--- src/sv/srps_pkg.sv ---
// Shared types, codes and helpers of the run-permit safety supervisor.
// Used by srps_decide and safety_run_permit_supervisor; depends on nothing.
package srps_pkg;

	localparam int unsigned CNT_W = 32;
	localparam int unsigned FLT_W = 5;

	localparam logic [CNT_W-1:0] CNT_MAX = '1;

	// event kinds
	localparam logic [2:0] CMD_RUN     = 3'd0;
	localparam logic [2:0] CMD_ILK     = 3'd1;
	localparam logic [2:0] CMD_HEALTH  = 3'd2;
	localparam logic [2:0] CMD_ACTION  = 3'd3;
	localparam logic [2:0] CMD_INSTALL = 3'd4;

	// host actions
	localparam logic [1:0] ACT_ARM    = 2'd0;
	localparam logic [1:0] ACT_DISARM = 2'd1;
	localparam logic [1:0] ACT_CLEAR  = 2'd2;

	// health levels
	localparam logic [2:0] HL_UNTRAINED = 3'd0;
	localparam logic [2:0] HL_LEARNING  = 3'd1;
	localparam logic [2:0] HL_READY     = 3'd2;
	localparam logic [2:0] HL_WARNING   = 3'd3;
	localparam logic [2:0] HL_ALARM     = 3'd4;

	// fault bits
	localparam logic [FLT_W-1:0] F_NOT_READY = 5'h01;
	localparam logic [FLT_W-1:0] F_ALARM     = 5'h02;
	localparam logic [FLT_W-1:0] F_INTERLOCK = 5'h04;
	localparam logic [FLT_W-1:0] F_NO_OUTPUT = 5'h08;
	localparam logic [FLT_W-1:0] F_OUT_FAIL  = 5'h10;

	// result codes
	localparam logic [1:0] RES_OK     = 2'd0;
	localparam logic [1:0] RES_DENIED = 2'd1;
	localparam logic [1:0] RES_OUTPUT = 2'd2;

	// reason codes
	localparam logic [3:0] RSN_NONE      = 4'd0;
	localparam logic [3:0] RSN_ARM       = 4'd1;
	localparam logic [3:0] RSN_DISARM    = 4'd2;
	localparam logic [3:0] RSN_CLEAR     = 4'd3;
	localparam logic [3:0] RSN_NOT_READY = 4'd4;
	localparam logic [3:0] RSN_ALARM     = 4'd5;
	localparam logic [3:0] RSN_INTERLOCK = 4'd6;
	localparam logic [3:0] RSN_OUT_FAIL  = 4'd7;
	localparam logic [3:0] RSN_RUN       = 4'd8;
	localparam logic [3:0] RSN_STOP      = 4'd9;
	localparam logic [3:0] RSN_WARNING   = 4'd10;
	localparam logic [3:0] RSN_RECOVERED = 4'd11;

	typedef enum logic [2:0] {
		MODE_DISABLED = 3'd0,
		MODE_ARMED    = 3'd1,
		MODE_ACTIVE   = 3'd2,
		MODE_DEGRADED = 3'd3,
		MODE_FAULT    = 3'd4
	} mode_t;

	typedef struct packed {
		logic [2:0] cmd;
		logic       level;
		logic [2:0] health_level;
		logic [1:0] action_code;
		logic       output_accepts;
	} event_t;

	typedef struct packed {
		mode_t            mode;
		logic             supervision;
		logic             permit;
		logic [FLT_W-1:0] latched;
		logic [FLT_W-1:0] live;
		logic [CNT_W-1:0] transitions;
		logic [CNT_W-1:0] latches;
		logic [3:0]       reason;
		logic             run_request;
		logic             interlock;
		logic [2:0]       health;
		logic             output_present;
	} state_t;

	// first member in the top bits, so result_code lands at bit 0
	typedef struct packed {
		logic             drive_value;
		logic             drive_written;
		logic [3:0]       reason_code;
		logic [CNT_W-1:0] latch_episodes;
		logic [CNT_W-1:0] transitions;
		logic [FLT_W-1:0] live_mask;
		logic [FLT_W-1:0] latched_mask;
		logic             permit;
		logic             supervision_on;
		mode_t            mode;
		logic [1:0]       result_code;
	} result_t;

	localparam state_t ST_RESET = '{
		mode:           MODE_DISABLED,
		supervision:    1'b0,
		permit:         1'b0,
		latched:        '0,
		live:           F_NOT_READY | F_INTERLOCK | F_NO_OUTPUT,
		transitions:    '0,
		latches:        '0,
		reason:         RSN_NONE,
		run_request:    1'b0,
		interlock:      1'b0,
		health:         HL_UNTRAINED,
		output_present: 1'b0
	};

	function automatic logic [FLT_W-1:0] live_of(
		input logic [2:0]       health,
		input logic             interlock,
		input logic             output_present,
		input logic [FLT_W-1:0] latched
	);
		logic [FLT_W-1:0] f;
		f = '0;
		if (health == HL_UNTRAINED || health == HL_LEARNING) f = f | F_NOT_READY;
		if (health == HL_ALARM) f = f | F_ALARM;
		if (!interlock) f = f | F_INTERLOCK;
		if (!output_present) f = f | F_NO_OUTPUT;
		f = f | (latched & F_OUT_FAIL);
		return f;
	endfunction

endpackage

--- src/sv/srps_decide.sv ---
// Next-state and result logic for one supervisor event.
// Pure combinational; uses types and helpers from srps_pkg.
module srps_decide import srps_pkg::*; (
	input  state_t  st,
	input  event_t  ev,
	output state_t  st_nx,
	output result_t res
);

	state_t           nx;
	logic             wr;
	logic             wv;
	logic             acc;
	logic [1:0]       rc;
	logic             lreq;
	logic [FLT_W-1:0] lf;
	logic [3:0]       lr;
	logic [FLT_W-1:0] fresh;
	logic             gm;
	mode_t            gmode;
	logic [3:0]       greason;
	logic             tinc;
	logic             linc;
	logic             ready_ok;

	always_comb begin
		nx      = st;
		wr      = 1'b0;
		wv      = 1'b0;
		acc     = ev.output_accepts;
		rc      = RES_OK;
		lreq    = 1'b0;
		lf      = '0;
		lr      = RSN_NONE;
		fresh   = '0;
		gm      = 1'b0;
		gmode   = MODE_DISABLED;
		greason = RSN_NONE;
		tinc    = 1'b0;
		linc    = 1'b0;
		ready_ok = !st.run_request && st.health == HL_READY && st.interlock &&
			st.output_present;

		case (ev.cmd)
			CMD_RUN, CMD_ILK, CMD_HEALTH: begin
				if (ev.cmd == CMD_RUN) nx.run_request = ev.level;
				if (ev.cmd == CMD_ILK) nx.interlock = ev.level;
				if (ev.cmd == CMD_HEALTH) nx.health = ev.health_level;
				nx.live = live_of(nx.health, nx.interlock, nx.output_present, nx.latched);
				if (nx.latched != '0) begin
					// hold off and stay in fault
					if (nx.output_present) begin
						wr = 1'b1;
						if (!acc) begin
							lreq = 1'b1; lf = F_OUT_FAIL; lr = RSN_OUT_FAIL;
						end else begin
							nx.permit = 1'b0;
						end
					end
					nx.supervision = 1'b0;
					gm = 1'b1; gmode = MODE_FAULT; greason = st.reason;
				end else if (!nx.supervision) begin
					if (nx.output_present) wr = 1'b1;
					if (nx.output_present && !acc) begin
						lreq = 1'b1; lf = F_OUT_FAIL; lr = RSN_OUT_FAIL;
					end else begin
						nx.permit = 1'b0;
						gm = 1'b1; gmode = MODE_DISABLED; greason = st.reason;
					end
				end else if ((nx.live & F_INTERLOCK) != '0) begin
					lreq = 1'b1; lf = F_INTERLOCK; lr = RSN_INTERLOCK;
				end else if ((nx.live & F_NOT_READY) != '0) begin
					lreq = 1'b1; lf = F_NOT_READY; lr = RSN_NOT_READY;
				end else if ((nx.live & F_ALARM) != '0) begin
					lreq = 1'b1; lf = F_ALARM; lr = RSN_ALARM;
				end else if (nx.output_present) begin
					wr = 1'b1;
					wv = nx.run_request;
					if (!acc) begin
						lreq = 1'b1; lf = F_OUT_FAIL; lr = RSN_OUT_FAIL;
					end else begin
						nx.permit = nx.run_request;
						gm = 1'b1;
						if (!nx.run_request) begin
							gmode = MODE_ARMED; greason = RSN_STOP;
						end else if (nx.health == HL_WARNING) begin
							gmode = MODE_DEGRADED; greason = RSN_WARNING;
						end else begin
							gmode = MODE_ACTIVE;
							greason = (st.mode == MODE_DEGRADED) ? RSN_RECOVERED : RSN_RUN;
						end
					end
				end
			end
			CMD_ACTION: begin
				case (ev.action_code)
					ACT_DISARM: begin
						nx.supervision = 1'b0;
						if (nx.output_present) wr = 1'b1;
						if (nx.output_present && !acc) begin
							lreq = 1'b1; lf = F_OUT_FAIL; lr = RSN_OUT_FAIL;
							rc = RES_OUTPUT;
						end else begin
							nx.permit = 1'b0;
							gm = 1'b1;
							gmode = (nx.latched != '0) ? MODE_FAULT : MODE_DISABLED;
							greason = RSN_DISARM;
							nx.live = live_of(nx.health, nx.interlock, nx.output_present,
								nx.latched);
						end
					end
					ACT_CLEAR: begin
						if (st.supervision || !ready_ok) begin
							rc = RES_DENIED;
						end else begin
							wr = 1'b1;
							if (!acc) begin
								lreq = 1'b1; lf = F_OUT_FAIL; lr = RSN_OUT_FAIL;
								rc = RES_OUTPUT;
							end else begin
								nx.latched = '0;
								nx.permit = 1'b0;
								gm = 1'b1; gmode = MODE_DISABLED; greason = RSN_CLEAR;
								nx.live = live_of(nx.health, nx.interlock, nx.output_present,
									'0);
							end
						end
					end
					ACT_ARM: begin
						if (st.latched != '0 || !ready_ok) begin
							rc = RES_DENIED;
						end else begin
							wr = 1'b1;
							if (!acc) begin
								lreq = 1'b1; lf = F_OUT_FAIL; lr = RSN_OUT_FAIL;
								rc = RES_OUTPUT;
							end else begin
								nx.permit = 1'b0;
								nx.supervision = 1'b1;
								gm = 1'b1; gmode = MODE_ARMED; greason = RSN_ARM;
								nx.live = live_of(nx.health, nx.interlock, nx.output_present,
									nx.latched);
							end
						end
					end
					default: rc = RES_DENIED;
				endcase
			end
			CMD_INSTALL: begin
				nx.output_present = 1'b1;
				wr = 1'b1;
				if (!acc) begin
					lreq = 1'b1; lf = F_OUT_FAIL; lr = RSN_OUT_FAIL;
					rc = RES_OUTPUT;
				end else begin
					nx.permit = 1'b0;
					nx.live = live_of(nx.health, nx.interlock, 1'b1, nx.latched);
				end
			end
			default: rc = RES_DENIED;
		endcase

		// fault latch always ends the event; fresh bits are counted before the
		// safe-off write can add an output failure
		if (lreq) begin
			fresh = lf & ~nx.latched;
			nx.latched = nx.latched | lf;
			linc = (fresh != '0);
			nx.supervision = 1'b0;
			nx.permit = 1'b0;
			if (nx.output_present) begin
				wr = 1'b1;
				wv = 1'b0;
				if (!acc) nx.latched = nx.latched | F_OUT_FAIL;
			end
			gm = 1'b1; gmode = MODE_FAULT; greason = lr;
			nx.live = live_of(nx.health, nx.interlock, nx.output_present, nx.latched);
		end

		if (gm && nx.mode != gmode) begin
			nx.mode = gmode;
			nx.reason = greason;
			tinc = 1'b1;
		end

		if (tinc && st.transitions != CNT_MAX) nx.transitions = st.transitions + 1'b1;
		if (linc && st.latches != CNT_MAX) nx.latches = st.latches + 1'b1;
	end

	assign st_nx = nx;

	always_comb begin
		res.drive_value    = wv;
		res.drive_written  = wr;
		res.reason_code    = nx.reason;
		res.latch_episodes = nx.latches;
		res.transitions    = nx.transitions;
		res.live_mask      = nx.live;
		res.latched_mask   = nx.latched;
		res.permit         = nx.permit;
		res.supervision_on = nx.supervision;
		res.mode           = nx.mode;
		res.result_code    = rc;
	end

endmodule

--- src/sv/safety_run_permit_supervisor.sv ---
// Run-permit safety supervisor: one event in per cycle unless stalled by the output,
// one status beat out per event. Event register, srps_decide, supervisor state and a
// status output register. Depends on srps_pkg and srps_decide.

// Each input beat is one event (kind in s_tuser): set run request, set interlock,
// health update, host action or output-driver install. The supervisor recomputes its
// fault masks and mode and returns one status beat per event carrying the result
// code, mode, permit, fault masks, saturating counters, last reason and the driver
// write made for that event. An event goes from input to output through the event
// register, then the status register; the state update sits between them, so a new
// event is taken every cycle while the output side keeps up. While a finished
// status beat waits to be taken, the input accepts one more event into the event
// register and then holds off until the status beat leaves.
module safety_run_permit_supervisor import srps_pkg::*; (
	input  logic        clk,
	input  logic        arst_n,
	input  logic        s_tvalid,
	output logic        s_tready,
	// [0] level, [3:1] health_level, [5:4] action_code, [6] output_accepts, [7] zero
	input  logic [7:0]  s_tdata,
	// [2:0] cmd
	input  logic [2:0]  s_tuser,
	output logic        m_tvalid,
	input  logic        m_tready,
	// [1:0] result_code, [4:2] mode, [5] supervision_on, [6] permit,
	// [11:7] latched_mask, [16:12] live_mask, [48:17] transitions,
	// [80:49] latch_episodes, [84:81] reason_code, [85] drive_written,
	// [86] drive_value, [87] zero
	output logic [87:0] m_tdata
);

	logic    vld_s1;
	event_t  ev_s1;
	logic    vld_s2;
	result_t res_s2;
	state_t  st_q;
	state_t  st_nx;
	result_t res_nx;
	logic    adv;

	assign adv      = vld_s1 && (!vld_s2 || m_tready);
	assign s_tready = !vld_s1 || adv;

	always_ff @(posedge clk or negedge arst_n) begin
		if (!arst_n) begin
			vld_s1 <= 1'b0;
		end else if (s_tready) begin
			vld_s1 <= s_tvalid;
		end
	end

	always_ff @(posedge clk) begin
		if (s_tvalid && s_tready) begin
			ev_s1.cmd            <= s_tuser;
			ev_s1.level          <= s_tdata[0];
			ev_s1.health_level   <= s_tdata[3:1];
			ev_s1.action_code    <= s_tdata[5:4];
			ev_s1.output_accepts <= s_tdata[6];
		end
	end

	srps_decide u_decide (
		.st    (st_q),
		.ev    (ev_s1),
		.st_nx (st_nx),
		.res   (res_nx)
	);

	always_ff @(posedge clk or negedge arst_n) begin
		if (!arst_n) begin
			st_q   <= ST_RESET;
			vld_s2 <= 1'b0;
		end else begin
			if (adv) begin
				st_q   <= st_nx;
				vld_s2 <= 1'b1;
			end else if (m_tready) begin
				vld_s2 <= 1'b0;
			end
		end
	end

	// hold the status beat until taken
	always_ff @(posedge clk) begin
		if (adv) res_s2 <= res_nx;
	end

	assign m_tvalid = vld_s2;
	assign m_tdata  = {1'b0, res_s2};

`ifndef SYNTH
	a_sup_clean: assert property (@(posedge clk) disable iff (!arst_n)
		st_q.supervision |-> (st_q.latched == '0))
		else $error("supervision armed with latched faults");

	a_fault_mode: assert property (@(posedge clk) disable iff (!arst_n)
		(st_q.latched != '0) == (st_q.mode == MODE_FAULT))
		else $error("fault mode and latched mask disagree");

	a_permit_sup: assert property (@(posedge clk) disable iff (!arst_n)
		st_q.permit |-> st_q.supervision)
		else $error("permit granted without supervision");

	a_cnt_mono: assert property (@(posedge clk) disable iff (!arst_n)
		1'b1 |=> (st_q.transitions >= $past(st_q.transitions)) &&
			(st_q.latches >= $past(st_q.latches)))
		else $error("saturating counter went backwards");
`endif

endmodule
--- config.mk ---
export PLATFORM = sky130hd
export DESIGN_NAME = safety_run_permit_supervisor
export DESIGN_NICKNAME = d
export VERILOG_FILES = /design/src/sv/srps_pkg.sv /design/src/sv/srps_decide.sv /design/src/sv/safety_run_permit_supervisor.sv
export SDC_FILE = /design/constraint.sdc
export NUM_CORES = 1
export LEC_CHECK = 0
export ABC_CLOCK_PERIOD_IN_PS = 6250
export BUFFER_PORTS_ARGS = -buffer_cell sky130_fd_sc_hd__buf_2
export CORE_UTILIZATION = 52
export CTS_CLUSTER_DIAMETER = 150
export CTS_CLUSTER_SIZE = 14
export DETAILED_ROUTE_END_ITERATION = 6
export GPL_TIMING_DRIVEN = 0
export PLACE_DENSITY = 0.72
export SLEW_MARGIN = 5
export SYNTH_ARGS = -nofsm -noshare
export SYNTH_HDL_FRONTEND = slang
export SYNTH_HIERARCHICAL = 1
export SYNTH_SLANG_ARGS = --single-unit
export TNS_END_PERCENT = 5
--- constraint.sdc ---
create_clock -name clk -period 6.25 [get_ports clk]
set_input_delay 1.25 -clock clk [delete_from_list [all_inputs] [get_ports clk]]
set_output_delay 1.25 -clock clk [all_outputs]
set_load 0.02 [all_outputs]
# Word-level counts from Yosys, hierarchy flattened
# Cells that the tools add are included.
# classes
n_addsub	2
eq_ne	18
muxes	181
n_bitwise	8
reduce_logical	31
# op_table
op	count
$mux W5	30
$mux W4	26
$mux W1	66
$add A32 B1 Y32 const B	2
$mux W32	2
$ne A32 B32 Y1 const B	2
$pmux W5 S3	4
$mux W3	19
$pmux W4 S3	3
$or A5 B5 Y5	6
$mux W2	13
$mux W11	2
$pmux W1 S3	7
$eq A3 B2 Y1 const B	5
$eq A3 B1 Y1 const B	4
$eq A3 B3 Y1 const B	4
$logic_not A3 Y1	4
$mux W12	1
$pmux W2 S3	2
$pmux W3 S2	2
$reduce_bool A5 Y1	2
$logic_and A1 B1 Y1	9
$pmux W4 S2	1
$logic_or A1 B1 Y1	7
11 further kinds	17
# totals
ff_bits	188
inputBits	15
out_inout_bits	90

# Logic depth before layout (Yosys ltp)
# depth
word_depth	23
mapped_depth	13
ltp_nobuf	10

# Hierarchy
# The synthesis kept the hierarchy.
# modules_own_cells
mod	area_each_um2	cells_per_inst	instances
safety_run_permit_supervisor	6697.7	295	1
srps_decide	3597.2	544	1

# Worst setup path after synthesis
# OpenSTA, ideal clock, no wires.
# synth_path
kind	input port to flip-flop
startpoint	in m_tready
endpoint	reg res_s2 (netlist bit m_tdata[0]) (enable)
path_stages	4
arrival_ps	3346
setup_slack_ps	2463
path_buffers	1
cell_sequence	nand2b_4 nand2_4 buf_6 inv_1
# synth_via
elab_chain_cells	2
# synth_lines
item	line	rtl
from (decl)	safety_run_permit_supervisor.sv:24	input logic m_tready,
$logic_or A1 B1 Y1	safety_run_permit_supervisor.sv:41	assign adv = vld_s1 && (!vld_s2 || m_tready);
$logic_and A1 B1 Y1	safety_run_permit_supervisor.sv:41	
named net adv	safety_run_permit_supervisor.sv:39	logic adv;
to (signal assigned)	safety_run_permit_supervisor.sv:85	if (adv) res_s2 <= res_nx;
to (decl)	safety_run_permit_supervisor.sv:35	result_t res_s2;
# The timed path passes the listed nets, and every way through them passes these cells.
# A chain may end at the register's enable or synchronous reset.

==> impl_results.md <==
* Max clock buf depth at 2
* Clock root cell: clkbuf_16
* Worst Path Arrival at 4.24 ns
* Final cell count without fillers at 1240
* Mean post-synth cell area at 12.3 µm²
* Number of global-route vias before repair at 6399
* Gp weighted congestion at 0.909
* Post-route cell area at 11800 µm²
* Routed Antenna Nets at 0
* Largest area contributor in the netlist: edfxtp_1
* Setup Fix Bufs, Post-CTS at 0
* Largest family of logic cells by synthesized area: simple AND/OR/NAND/NOR gates
* Yosys Warn Count at 6
* CP Max Fanout at 10
* EDFF count, synth at 97
* Worst setup EP type: flop
* Pins Over Slew Limit at 0
* Maxcap violations at 0
* Sequential share of power at 43.8%
* Relative slew slack at 39.3%
* CP Launch Type: flop
* NumNets Final at 979
* Residual DRC at 0
* Top_reg_cell synth: edfxtp_1
* Post-CTS resize count at 0
* Cell Rows at 51
* Final Cycle Share at 62.7%
* Vias per inst at 5.34
* Clk pwr share at 29.3%
* Total negative slack at 0 ns
* Total grt overflow at 0
* Sequential cell area fraction in the yosys report at 50.4%
* Top cell type's share of synthesized area at 28.3%
* Logic pwr share at 26.9%
* WS Path Type: reg -> reg
* Maximum number of pins on one net before global-route repair at 63
* Synth Area in Compound Gates at 5.72%
* PD cells at 309 nW/µm²
* Iter 0 DRT Violations at 372
* Highest Clock Rate at 255 MHz
* Synth Area in XOR/XNOR at 5.63%
* PortBufs at 102
* Synth cell types at 74
* Mapped Area at 10300 µm²
* Diodes inserted at 0
* Status: finished clean
* Tmin final at 3.92 ns
* Sw Pwr at 1.17 mW
* RSZ-0062 raised after global routing: no
* Pleak at 5.42 nW
* #FFs+latches synth at 188
* Area growth syn-to-layout at 14.4%
* Worst-Margin Slew at 0.886 ns
* 1st-pass router iterations at 6
* Share of layout cells above drive strength 1 at 38.6%
* P_int at 2.47 mW
* CTS Hold Bufs at 0
* Starting Density at 52.9%
* Antenna violations before repair at 0
* WHS at 0.518 ns
* CTS Buf Count at 17
* Clock-pin slew of the registers on the worst-case setup and hold paths at 0.07 ns
* H-tree lvl count at 4
* Clk sink count at 188
* Worst endpoint required time at 6.57 ns
* First-pass GRT wire length at 33900 µm
* Simple-gate share of the synthesized area at 14.8%
* TritonCTS clock tree: done
* Via count at 6625
* I/O Pins at 105
* Average wire per standard cell at 17.2 µm
* Core Util, Final at 60.5%
* Sw Ratio at 32.1%
* Worst-Skew Late Latency at 0.43 ns
* Placeable core area at 19500 µm²
* DP Wirelength at 14800 µm
* Synth Net Count at 856
* Synth Instances at 839
* Placed cells at 1208
* Skew final at 0.0120 ns
* Synth top area cells: edfxtp_1 28%, dfrtp_1 21%, mux2_4 13%, buf_4 6.6%, xor2_1 3.1%
* Die Y-Extent at 143 µm
* HP Class: reg -> reg
* Gr usage total at 21.8%
* Area share of fa/ha/maj cells after synthesis at 0.243%
* Die W at 143 µm
* Total routed wirelength at 21300 µm
* Mux contribution to synthesized area at 14.1%
* Max VDD drop at 0.186 mV
* Die area at 20400 µm²
* Ys async rst share at 48.4%
* Final-report hold violation count at 0
* Area after DPL at 11200 µm²
* Final Setup Violations at 0
-- power by group through the flow --
stage	Clock, mW	Sequential, mW	Combinational (mW)
5_1_grt	1.14	1.62	1.06
3_5_place_dp	0	1.62	0.974
4_1_cts	1.09	1.60	0.977
6_report	1.07	1.60	0.978
3_3_place_gp	0	1.62	0.950
2_1_floorplan	0	1.67	0.656
-- stage by stage --
| step | power (mW) | worst slack [ns] |
|---|---|---|
| 2_1_floorplan | 2.33 | 2.46 |
| 3_3_place_gp | 2.57 | 1.48 |
| 3_5_place_dp | 2.59 | 2.41 |
| 4_1_cts | 3.66 | 2.38 |
| 5_1_grt | 3.81 | 2.04 |
| 6_report | 3.64 | 2.33 |
-- final cells by class --
type                            instances  area, µm²
Sequential cell                       188       5190
Timing Repair Buffer                  104        568
Clock buffer                           17        425
Buffer                                120        876
Tap cell                              265        332
Clock inverter                         15        159
Multi-Input combinational cell        518       4180
Fill cell                            1547       7680
Inverter                               13       51.3
-- state kept, by name, summed over array words and instances (netlist names) --
name / count
m_tvalid: 1
ev_s1: 10
vld_s1: 1
m_tdata: 87
st_q: 89
-- layer usage --
metal / global-route usage (%) / wire [µm]
met5: 0 / 0
met2: 34.4 / 9970
met3: 4.43 / 963
met1: 30.6 / 10100
met4: 5.26 / 246
-- critical path: stages (launching register included) --
cell,delay (ns)
edfxtp_1,0.47
nor3b_4,0.37
mux2i_1,0.79
nand4_2,0.29
o32a_2,0.32
xnor2_4,0.18
nor3_4,0.42
buf_2,0.30
nor3_1,0.09
xor2_1,0.18
buf_4,0.15
mux2_4,0.25
-- kinds of logic after synthesis --
kind of cell	Yosys count
compound gates	91
xor+xnor	64
fa+ha+maj	2
buf+inv	133
flops	188
mux	100
other cells	1
simple gates	260
-- final timing paths --
path | to | cells past startpoint | slack, ns | from
max | st_q[71] | 11 | 2.33 | ev_s1[8]
min | st_q[9] | 1 | 0.52 | st_q[9]
max reg2reg | st_q[71] | 11 | 2.33 | ev_s1[8]
min reg2reg | st_q[9] | 1 | 0.52 | st_q[9]
max in group asynchronous | st_q[74] | 2 | 4.77 | arst_n
min in group asynchronous | st_q[58] | 1 | 0.77 | arst_n
-- layout by cell type (no fill, tap or decap), drive strengths merged, types with 4 or more instances in the layout --
master,count
dfrtp,88
nor4,7
edfxtp,97
a31oi,4
nand4,21
and2,12
clkbuf,29
nand3b,4
o21ai,29
nand2,54
xor2,37
mux2i,6
a21oi,26
clkinv,8
nand3,29
nor2,27
and4,12
buf,212
nand2b,6
or3,11
nor3b,4
inv,18
xnor2,27
nor2b,7
o31ai,4
mux2,94
nor3,42
and3,15
-- synth_stat cells (all sizes together), types with 15 or more instances --
master    n
o21ai    29
edfxtp   97
dfrtp    88
nor2     27
xnor2    27
nand4    21
xor2     37
nand3    29
a21oi    26
mux2     94
buf     108
and3     15
nand2    54
nor3     42
Power figures use the tool's default switching activity.
